===== config.mk =====
export PLATFORM = sky130hd
export DESIGN_NAME = camera_frame_packetizer_core_flat
export DESIGN_NICKNAME = d
export VERILOG_FILES = /design/src/rtl/core/cfp_pkg.sv /design/src/rtl/core/cfp_if.sv /design/src/rtl/core/camera_frame_packetizer_core.sv /design/src/rtl/core/cfp_fifo.sv /design/src/rtl/core/cfp_front.sv /design/src/rtl/core/cfp_back.sv /design/src/flat_wrapper.sv
export SDC_FILE = /design/constraint.sdc
export NUM_CORES = 1
export LEC_CHECK = 0
export ABC_AREA = 1
export CAP_MARGIN = 0
export CORE_ASPECT_RATIO = 1.5
export CORE_UTILIZATION = 60
export CTS_BUF_LIST = sky130_fd_sc_hd__clkbuf_2 sky130_fd_sc_hd__clkbuf_4 sky130_fd_sc_hd__clkbuf_8
export DETAILED_ROUTE_END_ITERATION = 6
export DONT_BUFFER_PORTS = 1
export PLACE_DENSITY = 0.75
export SLEW_MARGIN = 25
export SYNTH_ARGS = -nofsm -noshare
export SYNTH_HDL_FRONTEND = slang
export SYNTH_SLANG_ARGS = --single-unit
export TNS_END_PERCENT = 30

===== constraint.sdc =====
create_clock -name clk_i -period 3.4 [get_ports clk_i]
set_input_delay 0.51 -clock clk_i [delete_from_list [all_inputs] [get_ports clk_i]]
set_output_delay 0.51 -clock clk_i [all_outputs]
set_load 0.01 [all_outputs]

===== src/rtl/core/cfp_pkg.sv =====
package cfp_pkg;

  localparam int unsigned PacketBytesADef = 896;
  localparam int unsigned PacketBytesBDef = 960;

  localparam int unsigned FillW  = 10;
  localparam int unsigned HdrIdxW = 4;

  localparam int unsigned FifoDepth = 2;
  localparam int unsigned FifoPtrW  = $clog2(FifoDepth);
  localparam int unsigned FifoCntW  = $clog2(FifoDepth + 1);

  localparam logic CfgVariant = 1'b0;
  localparam logic CfgJpeg    = 1'b1;

  localparam logic [4:0] HdrBytesA = 5'd16;
  localparam logic [4:0] HdrBytesB = 5'd9;

  typedef struct packed {
    logic [7:0] data;
    logic       hdr;
    logic       ftr;
    logic       pe;
    logic       pad;
    logic       variant;
    logic       jpeg;
  } cmd_t;

  function automatic logic [HdrIdxW-1:0] blk_last_idx(input logic variant,
                                                     input logic footer);
    logic [HdrIdxW-1:0] r;
    if (!variant) begin
      r = 4'd15;
    end else if (footer) begin
      r = 4'd10;
    end else begin
      r = 4'd8;
    end
    return r;
  endfunction

  function automatic logic [7:0] blk_byte(input logic variant, input logic jpeg,
                                          input logic footer,
                                          input logic [HdrIdxW-1:0] idx);
    logic [7:0] r;
    r = 8'h00;
    if (!variant) begin
      case (idx)
        4'd0, 4'd1, 4'd2: r = 8'hFF;
        4'd3:             r = footer ? 8'h51 : 8'h50;
        4'd10:            r = jpeg ? 8'h03 : 8'h01;
        default:          r = 8'h00;
      endcase
    end else begin
      case (idx)
        4'd8:    r = footer ? 8'hA8 : 8'h28;
        4'd9:    r = footer ? 8'h09 : 8'h00;
        4'd10:   r = footer ? 8'h07 : 8'h00;
        default: r = 8'h00;
      endcase
    end
    return r;
  endfunction

endpackage


===== src/rtl/core/cfp_if.sv =====
interface cfp_in_if;
  logic       valid;
  logic       ready;
  logic [7:0] frame_byte;
  logic       frame_end;

  modport source (output valid, output frame_byte, output frame_end, input ready);
  modport sink   (input valid, input frame_byte, input frame_end, output ready);
endinterface

interface cfp_out_if;
  logic       valid;
  logic       ready;
  logic [7:0] out_byte;
  logic       packet_end;
  logic       pad_rest;
  logic       run_last;

  modport source (output valid, output out_byte, output packet_end, output pad_rest,
                  output run_last, input ready);
  modport sink   (input valid, input out_byte, input packet_end, input pad_rest,
                  input run_last, output ready);
endinterface


===== src/rtl/core/camera_frame_packetizer_core.sv =====
// Channel   Role    Payload
// in_i      sink    frame_byte[7:0], frame_end
// out_o     source  out_byte[7:0], packet_end, pad_rest, run_last
// cfg       write   cfg_we_i, cfg_idx_i, cfg_data_i
//
// One result per cycle leaves the output register while out_o.ready holds.
// A frame's first item adds 16 (or 9) header bytes, its last 16 (or 11) footer bytes.
// The front takes an item per cycle while the two-entry command queue has room.
// Reset zeroes config, frame tracking, the queue and out valid, not the output data.
// Out stalls hold the output register and back the queue up into in_i.ready.
module camera_frame_packetizer_core #(
  parameter int unsigned PACKET_BYTES_A = cfp_pkg::PacketBytesADef,
  parameter int unsigned PACKET_BYTES_B = cfp_pkg::PacketBytesBDef
) (
  input  logic       clk_i,
  input  logic       rst_ni,
  cfp_in_if.sink     in_i,
  cfp_out_if.source  out_o,
  input  logic       cfg_we_i,
  input  logic       cfg_idx_i,
  input  logic       cfg_data_i
);
  import cfp_pkg::*;

  logic variant_q, jpeg_q;
  logic push, pop, q_full, q_empty;
  cmd_t push_cmd, head_cmd;

  always_ff @(posedge clk_i or negedge rst_ni) begin
    if (!rst_ni) begin
      variant_q <= 1'b0;
      jpeg_q    <= 1'b0;
    end else if (cfg_we_i) begin
      unique case (cfg_idx_i)
        CfgVariant: variant_q <= cfg_data_i;
        CfgJpeg:    jpeg_q    <= cfg_data_i;
        default: ;
      endcase
    end
  end

  cfp_front #(
    .PACKET_BYTES_A(PACKET_BYTES_A),
    .PACKET_BYTES_B(PACKET_BYTES_B)
  ) u_front (
    .clk_i     (clk_i),
    .rst_ni    (rst_ni),
    .in_i      (in_i),
    .variant_i (variant_q),
    .jpeg_i    (jpeg_q),
    .q_full_i  (q_full),
    .push_o    (push),
    .cmd_o     (push_cmd)
  );

  cfp_fifo u_fifo (
    .clk_i      (clk_i),
    .rst_ni     (rst_ni),
    .push_i     (push),
    .push_cmd_i (push_cmd),
    .pop_i      (pop),
    .head_o     (head_cmd),
    .empty_o    (q_empty),
    .full_o     (q_full)
  );

  cfp_back u_back (
    .clk_i     (clk_i),
    .rst_ni    (rst_ni),
    .cmd_i     (head_cmd),
    .q_empty_i (q_empty),
    .pop_o     (pop),
    .out_o     (out_o)
  );

endmodule


===== src/rtl/core/cfp_fifo.sv =====
module cfp_fifo (
  input  logic          clk_i,
  input  logic          rst_ni,
  input  logic          push_i,
  input  cfp_pkg::cmd_t push_cmd_i,
  input  logic          pop_i,
  output cfp_pkg::cmd_t head_o,
  output logic          empty_o,
  output logic          full_o
);
  import cfp_pkg::*;

  cmd_t                mem_q [FifoDepth];
  logic [FifoPtrW-1:0] wr_ptr_q, rd_ptr_q;
  logic [FifoCntW-1:0] cnt_q;
  logic                do_push, do_pop;

  assign empty_o = (cnt_q == '0);
  assign full_o  = (cnt_q == FifoCntW'(FifoDepth));
  assign head_o  = mem_q[rd_ptr_q];
  assign do_push = push_i && !full_o;
  assign do_pop  = pop_i && !empty_o;

  always_ff @(posedge clk_i or negedge rst_ni) begin
    if (!rst_ni) begin
      wr_ptr_q <= '0;
      rd_ptr_q <= '0;
      cnt_q    <= '0;
    end else begin
      if (do_push) begin
        wr_ptr_q <= (wr_ptr_q == FifoPtrW'(FifoDepth - 1)) ? '0 : wr_ptr_q + 1'b1;
      end
      if (do_pop) begin
        rd_ptr_q <= (rd_ptr_q == FifoPtrW'(FifoDepth - 1)) ? '0 : rd_ptr_q + 1'b1;
      end
      if (do_push && !do_pop) begin
        cnt_q <= cnt_q + 1'b1;
      end else if (do_pop && !do_push) begin
        cnt_q <= cnt_q - 1'b1;
      end
    end
  end

  always_ff @(posedge clk_i) begin
    if (do_push) begin
      mem_q[wr_ptr_q] <= push_cmd_i;
    end
  end

endmodule


===== src/rtl/core/cfp_front.sv =====
module cfp_front #(
  parameter int unsigned PACKET_BYTES_A = cfp_pkg::PacketBytesADef,
  parameter int unsigned PACKET_BYTES_B = cfp_pkg::PacketBytesBDef
) (
  input  logic          clk_i,
  input  logic          rst_ni,
  cfp_in_if.sink        in_i,
  input  logic          variant_i,
  input  logic          jpeg_i,
  input  logic          q_full_i,
  output logic          push_o,
  output cfp_pkg::cmd_t cmd_o
);
  import cfp_pkg::*;

  localparam logic [FillW:0] SizeA = (FillW + 1)'(PACKET_BYTES_A);
  localparam logic [FillW:0] SizeB = (FillW + 1)'(PACKET_BYTES_B);

  logic             in_frame_q, in_frame_d;
  logic [FillW-1:0] fill_q, fill_d;
  logic [FillW-1:0] base;
  logic [FillW:0]   next, size;
  logic             full;

  assign in_i.ready = !q_full_i;
  assign push_o     = in_i.valid && !q_full_i;

  always_comb begin
    base = in_frame_q ? fill_q
                      : (variant_i ? FillW'(HdrBytesB) : FillW'(HdrBytesA));
    next = {1'b0, base} + 1'b1;
    size = variant_i ? SizeB : SizeA;
    full = (next >= size);

    cmd_o.data    = in_i.frame_byte;
    cmd_o.hdr     = !in_frame_q;
    cmd_o.ftr     = in_i.frame_end;
    cmd_o.pe      = in_i.frame_end || full;
    cmd_o.pad     = in_i.frame_end && !full;
    cmd_o.variant = variant_i;
    cmd_o.jpeg    = jpeg_i;

    in_frame_d = in_frame_q;
    fill_d     = fill_q;
    if (push_o) begin
      if (in_i.frame_end) begin
        in_frame_d = 1'b0;
        fill_d     = '0;
      end else begin
        in_frame_d = 1'b1;
        fill_d     = full ? '0 : next[FillW-1:0];
      end
    end
  end

  always_ff @(posedge clk_i or negedge rst_ni) begin
    if (!rst_ni) begin
      in_frame_q <= 1'b0;
      fill_q     <= '0;
    end else begin
      in_frame_q <= in_frame_d;
      fill_q     <= fill_d;
    end
  end

endmodule


===== src/rtl/core/cfp_back.sv =====
module cfp_back (
  input  logic          clk_i,
  input  logic          rst_ni,
  input  cfp_pkg::cmd_t cmd_i,
  input  logic          q_empty_i,
  output logic          pop_o,
  cfp_out_if.source     out_o
);
  import cfp_pkg::*;

  typedef enum logic [1:0] {
    PhHdr,
    PhByte,
    PhFtr
  } phase_e;

  phase_e             phase_q, phase_d, eff;
  logic [HdrIdxW-1:0] idx_q, idx_d;
  logic               advance, fire, idx_last;
  logic               ovalid_q, ovalid_d;
  logic [7:0]         obyte_q, obyte_d;
  logic               ope_q, ope_d, opad_q, opad_d, olast_q, olast_d;

  assign advance = !ovalid_q || out_o.ready;
  assign fire    = advance && !q_empty_i;

  assign out_o.valid      = ovalid_q;
  assign out_o.out_byte   = obyte_q;
  assign out_o.packet_end = ope_q;
  assign out_o.pad_rest   = opad_q;
  assign out_o.run_last   = olast_q;

  always_comb begin
    eff      = (phase_q == PhHdr && !cmd_i.hdr) ? PhByte : phase_q;
    idx_last = (idx_q == blk_last_idx(cmd_i.variant, eff == PhFtr));
    phase_d  = phase_q;
    idx_d    = idx_q;
    pop_o    = 1'b0;
    ovalid_d = advance ? 1'b0 : ovalid_q;
    obyte_d  = obyte_q;
    ope_d    = ope_q;
    opad_d   = opad_q;
    olast_d  = olast_q;
    if (fire) begin
      ovalid_d = 1'b1;
      unique case (eff)
        PhHdr: begin
          obyte_d = blk_byte(cmd_i.variant, cmd_i.jpeg, 1'b0, idx_q);
          ope_d   = 1'b0;
          opad_d  = 1'b0;
          olast_d = 1'b0;
          if (idx_last) begin
            phase_d = PhByte;
            idx_d   = '0;
          end else begin
            idx_d = idx_q + 1'b1;
          end
        end
        PhByte: begin
          obyte_d = cmd_i.data;
          ope_d   = cmd_i.pe;
          opad_d  = cmd_i.pad;
          olast_d = !cmd_i.ftr;
          idx_d   = '0;
          if (cmd_i.ftr) begin
            phase_d = PhFtr;
          end else begin
            phase_d = PhHdr;
            pop_o   = 1'b1;
          end
        end
        PhFtr: begin
          obyte_d = blk_byte(cmd_i.variant, cmd_i.jpeg, 1'b1, idx_q);
          ope_d   = idx_last;
          opad_d  = idx_last;
          olast_d = idx_last;
          if (idx_last) begin
            phase_d = PhHdr;
            idx_d   = '0;
            pop_o   = 1'b1;
          end else begin
            idx_d = idx_q + 1'b1;
          end
        end
        default: begin
          phase_d = PhHdr;
          idx_d   = '0;
        end
      endcase
    end
  end

  always_ff @(posedge clk_i or negedge rst_ni) begin
    if (!rst_ni) begin
      phase_q  <= PhHdr;
      idx_q    <= '0;
      ovalid_q <= 1'b0;
    end else begin
      phase_q  <= phase_d;
      idx_q    <= idx_d;
      ovalid_q <= ovalid_d;
    end
  end

  always_ff @(posedge clk_i) begin
    obyte_q <= obyte_d;
    ope_q   <= ope_d;
    opad_q  <= opad_d;
    olast_q <= olast_d;
  end

endmodule

===== src/flat_wrapper.sv =====
// flat-port wrapper written by rule: the top's interface ports become plain ports
module camera_frame_packetizer_core_flat import cfp_pkg::*;
#(
  parameter int unsigned PACKET_BYTES_A = cfp_pkg::PacketBytesADef,
  parameter int unsigned PACKET_BYTES_B = cfp_pkg::PacketBytesBDef
)
  (clk_i, rst_ni, cfg_we_i, cfg_idx_i, cfg_data_i, in_i_valid, in_i_frame_byte, in_i_frame_end, in_i_ready, out_o_valid, out_o_out_byte, out_o_packet_end, out_o_pad_rest, out_o_run_last, out_o_ready);
  cfp_in_if in_i_i ();
  cfp_out_if out_o_i ();
  input  logic clk_i;
  input  logic rst_ni;
  input  logic cfg_we_i;
  input  logic cfg_idx_i;
  input  logic cfg_data_i;
  input wire logic [$bits(in_i_i.valid)-1:0] in_i_valid;
  input wire logic [$bits(in_i_i.frame_byte)-1:0] in_i_frame_byte;
  input wire logic [$bits(in_i_i.frame_end)-1:0] in_i_frame_end;
  output wire logic [$bits(in_i_i.ready)-1:0] in_i_ready;
  output wire logic [$bits(out_o_i.valid)-1:0] out_o_valid;
  output wire logic [$bits(out_o_i.out_byte)-1:0] out_o_out_byte;
  output wire logic [$bits(out_o_i.packet_end)-1:0] out_o_packet_end;
  output wire logic [$bits(out_o_i.pad_rest)-1:0] out_o_pad_rest;
  output wire logic [$bits(out_o_i.run_last)-1:0] out_o_run_last;
  input wire logic [$bits(out_o_i.ready)-1:0] out_o_ready;
  assign in_i_i.valid = in_i_valid;
  assign in_i_i.frame_byte = in_i_frame_byte;
  assign in_i_i.frame_end = in_i_frame_end;
  assign in_i_ready = in_i_i.ready;
  assign out_o_valid = out_o_i.valid;
  assign out_o_out_byte = out_o_i.out_byte;
  assign out_o_packet_end = out_o_i.packet_end;
  assign out_o_pad_rest = out_o_i.pad_rest;
  assign out_o_run_last = out_o_i.run_last;
  assign out_o_i.ready = out_o_ready;
  camera_frame_packetizer_core #(.PACKET_BYTES_A(PACKET_BYTES_A), .PACKET_BYTES_B(PACKET_BYTES_B)) u_core (.clk_i(clk_i), .rst_ni(rst_ni), .in_i(in_i_i), .out_o(out_o_i), .cfg_we_i(cfg_we_i), .cfg_idx_i(cfg_idx_i), .cfg_data_i(cfg_data_i));
endmodule

* Word level (Yosys, flattened, before mapping)
Memories as Yosys holds them, arrays and structs flattened.
Index checks and enable logic that the tools add are counted.
** Storage, ports and cells
- Flip-flop bits (word level) :: 35
- Memory bits (writable) :: 28
- Memories :: 1
- Word-level logic and storage cells :: 105
** Operators by class
- Bitwise operators :: 1
- Add/subtract/negate cells :: 6
- Mux-type cells :: 38
- Reduce and logical (&&, ||, !) cells :: 32
- Eq/ne operators :: 12
- $lt $le $gt $ge :: 1
** Memory list
- u_core.u_fifo.mem_q :: words 2, width 14, rd ports 1, clocked after Yosys merged registers in 0, write ports 1, RTL line cfp_fifo.sv:13 : cmd_t mem_q [FifoDepth];
** Operators with widths (number)
- $pmux 8 s3 :: 4
- $mux 10 :: 3
- $mux 2 :: 8
- $mux 8 :: 2
- $eq 4x4->1 const B :: 3
- $mux 4 :: 3
- $add 10x1->11 const B :: 1
- $ge 11x10->1 :: 1
- $mux 1 :: 10
- $logic_not 1->1 :: 9
- $pmux 1 s3 :: 3
- $eq 4x2->1 const B :: 2
- $logic_and 1x1->1 :: 8
- $mux 7 :: 1
- $logic_not 2->1 :: 3
- $mux 6 :: 1
- $pmux 2 s3 :: 1
- $reduce_and 2->1 :: 3
- $mux 5 :: 1
- $add 4x1->4 const B :: 1
- $eq 2x2->1 const B :: 2
- $eq 4x1->1 const B :: 1
- $eq 4x4->1 :: 1
- $logic_not 4->1 :: 1
- 13 further kinds :: 17

* Logic depth before layout (Yosys ltp)
Gate-level depths: netlist of the first run.
An unclocked memory read counts as a cell.
- Depth in word-level cells :: 15
- Depth in mapped cells :: 19
- Gate-level depth less buffers :: 18

* Hierarchy
From an unflattened synthesis of the first run, not the netlist that was laid out.
** Second synthesis, totals
- Cells, all modules :: 379
- Area, all modules :: 3374.5 sq um
** Modules (own cells, without submodules)
- cfp_fifo :: instances 1, sequential area each 940.9 sq um, cells an instance 105, area each 1256.2 sq um
- cfp_back :: instances 1, sequential area each 505.5 sq um, cells an instance 120, area each 1021.0 sq um
- cfp_front :: instances 1, sequential area each 275.3 sq um, cells an instance 143, area each 1011.0 sq um
- camera_frame_packetizer_core :: instances 1, sequential area each 50.0 sq um, cells an instance 11, area each 86.3 sq um

* Worst setup path after synthesis of the first run
OpenSTA, ideal clock, no wires.
- Path type :: register to register
- Start :: reg u_core.u_front.in_frame_q
- End :: mem u_core.u_fifo.mem_q[0][2] in the netlist's numbering (data pin)
- Data arrival time :: 2.191 ns
- Buffers on the path :: 1
- Path slack :: 0.954 ns
- Cell stages (with the launch flop) :: 19
- Path through :: dfrtp_1 inv_2 nand2_2 nand2_2 ha_1 nand2_1 nor2_2 nand2_1 o21ai_0 inv_1 ha_1 nand2_1 nor2_1 nand3_1 nand2_1 nand3_2 buf_6 nand2_1 nor2_1
** RTL lines
- start: declaration :: RTL line cfp_front.sv:19 : logic in_frame_q, in_frame_d;
- start signal: assignment :: RTL line cfp_front.sv:61 : in_frame_q <= in_frame_d;
- end: declaration :: RTL line cfp_fifo.sv:13

==> results of run 1 <==
power groups by stage:
stage	clock network [mW]	registers, mW	logic, mW
2_1_floorplan	0	1.27	0.729
3_3_place_gp	0	1.31	0.922
3_5_place_dp	0	1.32	0.942
4_1_cts	0.646	1.30	0.959
5_1_grt	0.689	1.33	1.09
6_report	0.639	1.31	0.965
layout make-up:
cell class / instances / area share, %
clock inverters: 7 / 2.13
flip-flops and latches: 63 / 52.1
repair buffers: 7 / 1.99
well taps: 66 / 2.43
inverters: 42 / 4.64
multi-input cells: 219 / 33.1
clock buffers: 9 / 3.64
per-layer routing:
metal	up-vias	wire length, um
met5	-	0
met4	0	198
met3	23	241
met2	64	3360
met1	1099	2350
li1	1130	-
kinds of logic (layout without fill, tap and decap cells):
group | count (synthesis) | count (layout) | share of synthesized area (%)
AND/OR/NAND/NOR | 168 | 168 | 24.1
multiplexers | 1 | 1 | 0.323
flip-flops | 63 | 63 | 57.1
AO/OA/AOI/OAI | 37 | 37 | 7.30
buffers and inverters | 50 | 65 | 6.62
adder cells (fa/ha/maj) | 7 | 7 | 2.82
XOR/XNOR | 6 | 6 | 1.69
per-stage QoR:
stage / std cells / hold slack (ns) / utilization, %
final: 413 / 0.261 / 69.6
after global routing: 413 / 0.243 / 69.6
after CTS: 413 / 0.250 / 69.6
after detailed placement: 395 / 0.215 / 64.9
after global placement: 395 / 0.215 / 64.9
after floorplan: 332 / 0.214 / -
synth_stat cells, types with 7 or more instances:
cell      count  area share, %
nand4_1      13            2.6
edfxtp_1     39             38
ha_1          7            2.8
nand3_1      14            2.3
dfrtp_1      24             19
nand2_1      81            9.8
inv_1        39            4.7
nand2_2       7            1.4
a21oi_1      13            2.1
nor2_1       42            5.1
o21ai_0       8            1.3
worst max path at each step:
stage	from	to	slack [ns]	cells after the start
detailed placement	u_core.u_front.in_frame_q$_DFFE_PN0P_	u_core.u_fifo.mem_q[1][2]$_DFFE_PP_	0.48	17
CTS	u_core.u_front.in_frame_q$_DFFE_PN0P_	u_core.u_fifo.mem_q[0][2]$_DFFE_PP_	0.48	17
global route	u_core.u_front.in_frame_q$_DFFE_PN0P_	u_core.u_fifo.mem_q[1][2]$_DFFE_PP_	0.11	17
global placement	u_core.u_front.in_frame_q$_DFFE_PN0P_	u_core.u_fifo.mem_q[0][2]$_DFFE_PP_	0.57	17
finish	u_core.u_front.in_frame_q$_DFFE_PN0P_	u_core.u_fifo.mem_q[0][2]$_DFFE_PP_	0.43	17
floorplan	u_core.u_front.in_frame_q$_DFFE_PN0P_	u_core.u_fifo.mem_q[0][2]$_DFFE_PP_	0.95	18
sequential cells by signal (all words and copies together), names as in the netlist, 2 cells and up:
signal	count
u_core.u_back.idx_q	4
u_core.u_back.out_o.out_byte	8
u_core.u_back.phase_q	2
u_core.u_fifo.cnt_q	2
u_core.u_fifo.mem_q	28
u_core.u_front.fill_q	10
timing repair:
item                                    in CTS  in global routing
endpoints found under the setup margin       0                  0
hold buffers                                 2                  0
endpoints found under the hold margin       24                  0
worst max-delay path, stage by stage, from the launching register on:
cell and delay, ns:
dfrtp_1 0.56, inv_2 0.18, nand2_2 0.08, nand2_2 0.12, ha_1 0.17, nand2_1 0.08
nor2_2 0.18, nand2_1 0.09, o21ai_0 0.21, inv_1 0.07, ha_1 0.28, nand2_1 0.05
nor2_1 0.10, nand3_1 0.08, nand2_1 0.08, nand3_2 0.21, nand2_1 0.12, nor2_1 0.05
==> flow_summary_export.csv, run 1 <==
group,metric,value,unit
setup_path,timing.rr.start,"u_core.u_front.in_frame_q$_DFFE_PN0P_",
setup_path,r2r_end,"u_core.u_fifo.mem_q[0][2]$_DFFE_PP_",
sta,min_period,2.97,ns
power_and_ir_drop,p_int,1.77,mW
placed_design,portBuffers,0,
power_and_ir_drop,p_comb_share,33.2,%
setup_path,cp-start-kind,"flop",
clocking,clock_latency,0.34,ns
die,die_area,5460,um^2
yosys,syn_nets,355,
clocking,clk_pin_slew,0.07,ns
power_and_ir_drop,power.share.clock,22.0,%
sta,fin_ws,0.433,ns
placed_design,post-place-ws,0.480,ns
power_and_ir_drop,p_seq_share,44.9,%
setup_path,r2r_setup_slack,0.43,ns
yosys,synth_seq_cells,63,
clocking,post_cts_resized,0,
global_route,top_usage_layer,"met2",
placed_design,gp_congestion,0.951,
die,die_y,90.0,um
sta,clock_skew,0.00858,ns
clocking,cts_tree,"built",
global_route,use_met1,29.0,%
worst_hold_path,hp-start,"in_i_frame_end",
sta,worstMarginPinSlew,0.735,ns
yosys,synth-edff-count,39,
yosys,synth_flop_cell,"edfxtp_1",
sta,finalCritPeriodShare,87.3,%
final_layout,seq_area,1770,um^2
final_layout,final_common_cell,"nand2_1",
clocking,post_cts_buffers,0,
detailed_routing,drtIter0Drc,170,
detailed_routing,drc,0,
global_route,grt_usage,26.1,%
placed_design,placed_area,3170,um^2
yosys,ys_async_sr_fraction,38.1,%
sta,max_freq,0.337,GHz
final_layout,area.growth.synth_to_final,9.64,%
setup_path,critPathMaxFanout,13,
global_route,use_met2,45.1,%
power_and_ir_drop,total_power,2.91,mW
sta,relSlewSlack,51.0,%
worst_hold_path,min_path_type,"in -> reg",
worst_hold_path,hold_depth,0,
power_and_ir_drop,ir_drop,456,uV
setup_path,cp.required,3.49,ns
clocking,htreeDepth,3,
sta,rsz0062_at_grt,"false",
global_route,grt_start_max_net_pins,25,
global_route,grt_overflow,0,
power_and_ir_drop,p_switching,1.14,mW
worst_hold_path,min_to,"u_core.u_fifo.mem_q[1][4]$_DFFE_PP_",
yosys,avgSynthCellArea,9.34,um^2
clocking,cts.path.max_buffers,2,
sta,finalHoldViolations,0,
power_and_ir_drop,p_per_area,856,nW/um^2
setup_path,worstRegToRegCells,17,
yosys,yosysSeqAreaShare,57.1,%
setup_path,crit_arrival,3.06,ns
global_route,grt_use_met3,4.32,%
die,fp.dieW,60.7,um
placed_design,hpwl,4350,um
clocking,root_buffer,"clkbuf_8",
detailed_routing,drtAntennaViolNets,0,
final_layout,diodes,0,
yosys,synthCells,332,
setup_path,end_kind,"flop",
detailed_routing,first_pass_iters,4,
sta,tns,0,ns
final_layout,nets,365,
final_layout,design_area,3400,um^2
die,core_area,4890,um^2
run,cap_violations,0,
global_route,antenna_found_initial,0,
power_and_ir_drop,leakagePower,1.52,nW
die,rows,31,
sta,setup_viol,0,
yosys,syn_area,3100,um^2
final_layout,layout-drive-gt1-share,11.0,%
final_layout,mostFrequentLayoutCells,"81 x nand2_1, 42 x nor2_1, 39 x inv_1, 39 x edfxtp_1, 24 x dfrtp_1",
yosys,synth_cell_type_count,32,
detailed_routing,wl,6160,um
outcome,outcome,"completed",
die,start_util,63.4,%
die,io_pins,29,
global_route,grt_pass1_vias,2338,
clocking,cts.sinks,63,
yosys,yosys_warnings,0,
final_layout,fill_cells,380,
setup_path,critical_path_class,"reg -> reg",
sta,drv_slew,0,
global_route,grt_pass1_wl,10400,um
detailed_routing,avgViaCountPerCell,5.61,
final_layout,multiInputGateArea,1120,um^2
detailed_routing,avgRoutedWirePerCell,14.9,um
clocking,numCtsBuffers,9,
power_and_ir_drop,netSwitchingFraction,39.1,%
detailed_routing,num_vias,2316,
Power figures use the tool's default switching activity.
==> run 2, diff against run 1 <==
--- a/config.mk
+++ b/config.mk
@@ -6,6 +6,7 @@
 export NUM_CORES = 1
 export LEC_CHECK = 0
 export ABC_AREA = 1
+export ABC_CLOCK_PERIOD_IN_PS = 3400
 export CAP_MARGIN = 0
 export CORE_ASPECT_RATIO = 1.5
 export CORE_UTILIZATION = 60
@@ -13,6 +14,7 @@
 export DETAILED_ROUTE_END_ITERATION = 6
 export DONT_BUFFER_PORTS = 1
 export PLACE_DENSITY = 0.75
+export RECOVER_POWER = 50
 export SLEW_MARGIN = 25
 export SYNTH_ARGS = -nofsm -noshare
 export SYNTH_HDL_FRONTEND = slang
==> run 2 against run 1 <==
Cell count is the same. Sequential cell count unchanged. Clock skew about the same. Non-clock buffer count is the same. Global-route usage is the same. Fmax increased by 0.20%. Clock-buffer cell count stayed put. Highest routed layer unchanged.
==> flow_summary_export.csv, run 2 (synthesis results as in run 1) <==
group,metric,value,unit
outcome,outcome,"completed",
power_and_ir_drop,p_switching,1.14,mW
global_route,grt_pass1_wl,10400,um
sta,max_freq,0.338,GHz
detailed_routing,num_vias,2303,
final_layout,fill_cells,385,
setup_path,critPathMaxStageDelay,0.56,ns
clocking,cts.path.max_buffers,2,
die,io_pins,29,
detailed_routing,wl,6150,um
power_and_ir_drop,p_seq_share,45.2,%
die,die_area,5460,um^2
global_route,grt_usage,26.1,%
clocking,post_cts_resized,0,
final_layout,regMostFlops,"u_core.u_fifo.mem_q",
clocking,root_buffer,"clkbuf_8",
sta,drv_slew,0,
power_and_ir_drop,p_comb_share,32.6,%
clocking,htreeDepth,3,
setup_path,cp.required,3.49,ns
final_layout,nets,365,
placed_design,portBuffers,0,
sta,worstMarginPinSlew,1.34,ns
detailed_routing,avgRoutedWirePerCell,14.9,um
power_and_ir_drop,ir_drop,453,uV
clocking,cts.sinks,63,
final_layout,layout-drive-gt1-share,9.51,%
sta,min_period,2.96,ns
setup_path,end_kind,"flop",
power_and_ir_drop,total_power,2.89,mW
final_layout,area.growth.synth_to_final,8.68,%
sta,fin_ws,0.439,ns
clocking,clock_latency,0.34,ns
sta,setup_viol,0,
power_and_ir_drop,power.share.clock,22.2,%
power_and_ir_drop,p_int,1.75,mW
placed_design,hpwl,4350,um
global_route,grt_pass1_vias,2338,
power_and_ir_drop,p_per_area,858,nW/um^2
setup_path,critical_path_class,"reg -> reg",
sta,finalHoldViolations,0,
placed_design,gp_congestion,0.951,
setup_path,path_buf_inv,2,
run,cap_violations,0,
die,rows,31,
final_layout,largest_reg_flops,28,
global_route,grt_overflow,0,
final_layout,design_area,3370,um^2
sta,clock_skew,0.00862,ns
power_and_ir_drop,leakagePower,1.50,nW
clocking,numCtsBuffers,9,
global_route,grt_start_max_net_pins,25,
setup_path,critPathMaxFanout,13,
detailed_routing,avgViaCountPerCell,5.58,
die,fp.dieW,60.7,um
sta,finalCritPeriodShare,87.1,%
detailed_routing,first_pass_iters,5,
final_layout,final_common_cell,"nand2_1",
clocking,clk_pin_slew,0.07,ns
die,core_area,4890,um^2
global_route,antenna_found_initial,0,
die,die_y,90.0,um
sta,relSlewSlack,10.4,%
detailed_routing,drtIter0Drc,168,
placed_design,post-place-ws,0.480,ns
power_and_ir_drop,netSwitchingFraction,39.3,%
setup_path,cp-start-kind,"flop",
detailed_routing,drtAntennaViolNets,0,
setup_path,crit_arrival,3.05,ns
die,start_util,63.4,%
sta,tns,0,ns
setup_path,cp_cell_sequence,"inv_2 > nand2_2 > nand2_2 > ha_1 > nand2_1 > nor2_2 > nand2_1 > o21ai_0 > inv_1 > ha_1 > nand2_1 > nor2_1 > nand3_1 > nand2_1 > nand3_2 > nand2_1 > nor2_1",
clocking,post_cts_buffers,0,
final_layout,mostFrequentLayoutCells,"82 x nand2_1, 42 x nor2_1, 39 x inv_1, 39 x edfxtp_1, 24 x dfrtp_1",
sta,rsz0062_at_grt,"false",
placed_design,placed_area,3170,um^2
setup_path,critPathSlowestCell,"dfrtp_1",
clocking,cts_tree,"built",
setup_path,path_delay_family,"simple AND/OR/NAND/NOR gates",
detailed_routing,drc,0,
worst_hold_path,min_path_type,"in -> reg",
setup_path,crit_path_frequent_cell,"nand2_1",
final_layout,diodes,0,
## run 2: power groups by stage
stage | Clock, mW | Sequential, mW | Combinational (mW)
after global routing | 0.689 | 1.33 | 1.06
after global placement | 0 | 1.31 | 0.922
final | 0.642 | 1.30 | 0.943
after floorplan | 0 | 1.27 | 0.729
after CTS | 0.646 | 1.30 | 0.959
after detailed placement | 0 | 1.32 | 0.942
## run 2: layout make-up
| type | instances | area (um^2) | area share, % |
|---|---|---|---|
| Inverter | 42 | 158 | 4.68 |
| Sequential cell | 63 | 1770 | 52.6 |
| Clock inverter | 7 | 72.6 | 2.15 |
| Tap cell | 66 | 82.6 | 2.45 |
| Timing Repair Buffer | 7 | 40.0 | 1.19 |
| Clock buffer | 9 | 124 | 3.68 |
| Multi-Input combinational cell | 219 | 1120 | 33.3 |
## run 2: per-layer routing
metal  GRT usage [%]  vias up  routed length [um]  share of wire, %
li1                -     1130                   -                 -
met1            29.0     1075                2360                38
met2            45.1       75                3350                55
met3            4.32       23                 237               3.9
met4            14.2        0                 196               3.2
met5               0        -                   0                 0
## run 2: worst register-to-register path: cells and delay by family (launching register included)
kind | cells | cell delay, ns
simple gates | 12 | 1.24
fa+ha+maj | 2 | 0.45
flops | 1 | 0.56
compound gates | 1 | 0.21
buf+inv | 2 | 0.25
## run 2: final timing paths
path | start | endpoint | slack [ns] | cells after the start
worst max-delay path | u_core.u_front.in_frame_q$_DFFE_PN0P_ | u_core.u_fifo.mem_q[0][2]$_DFFE_PP_ | 0.44 | 17
worst min-delay path | in_i_frame_end | u_core.u_fifo.mem_q[1][4]$_DFFE_PP_ | 0.26 | 0
worst max register to register | u_core.u_front.in_frame_q$_DFFE_PN0P_ | u_core.u_fifo.mem_q[0][2]$_DFFE_PP_ | 0.44 | 17
max in group asynchronous | rst_ni | u_core.variant_q$_DFFE_PN0P_ | 1.61 | 2
min in group asynchronous | rst_ni | u_core.u_back.phase_q[1]$_DFFE_PN0P_ | 1.00 | 2
worst min register to register | u_core.u_fifo.cnt_q[0]$_DFFE_PN0P_ | u_core.u_fifo.cnt_q[0]$_DFFE_PN0P_ | 0.48 | 1
## run 2: timing repair
item	CTS	global route
endpoints found under the setup margin	0	0
hold buffers	2	0
hold endpoints to repair	24	0
## run 2: stage by stage
step           hold slack [ns]  cells  util, %
2_1_floorplan            0.214    332        -
3_3_place_gp             0.215    395     64.9
6_report                 0.258    413     68.9
4_1_cts                  0.250    413     69.6
5_1_grt                  0.243    413     68.9
3_5_place_dp             0.215    395     64.9
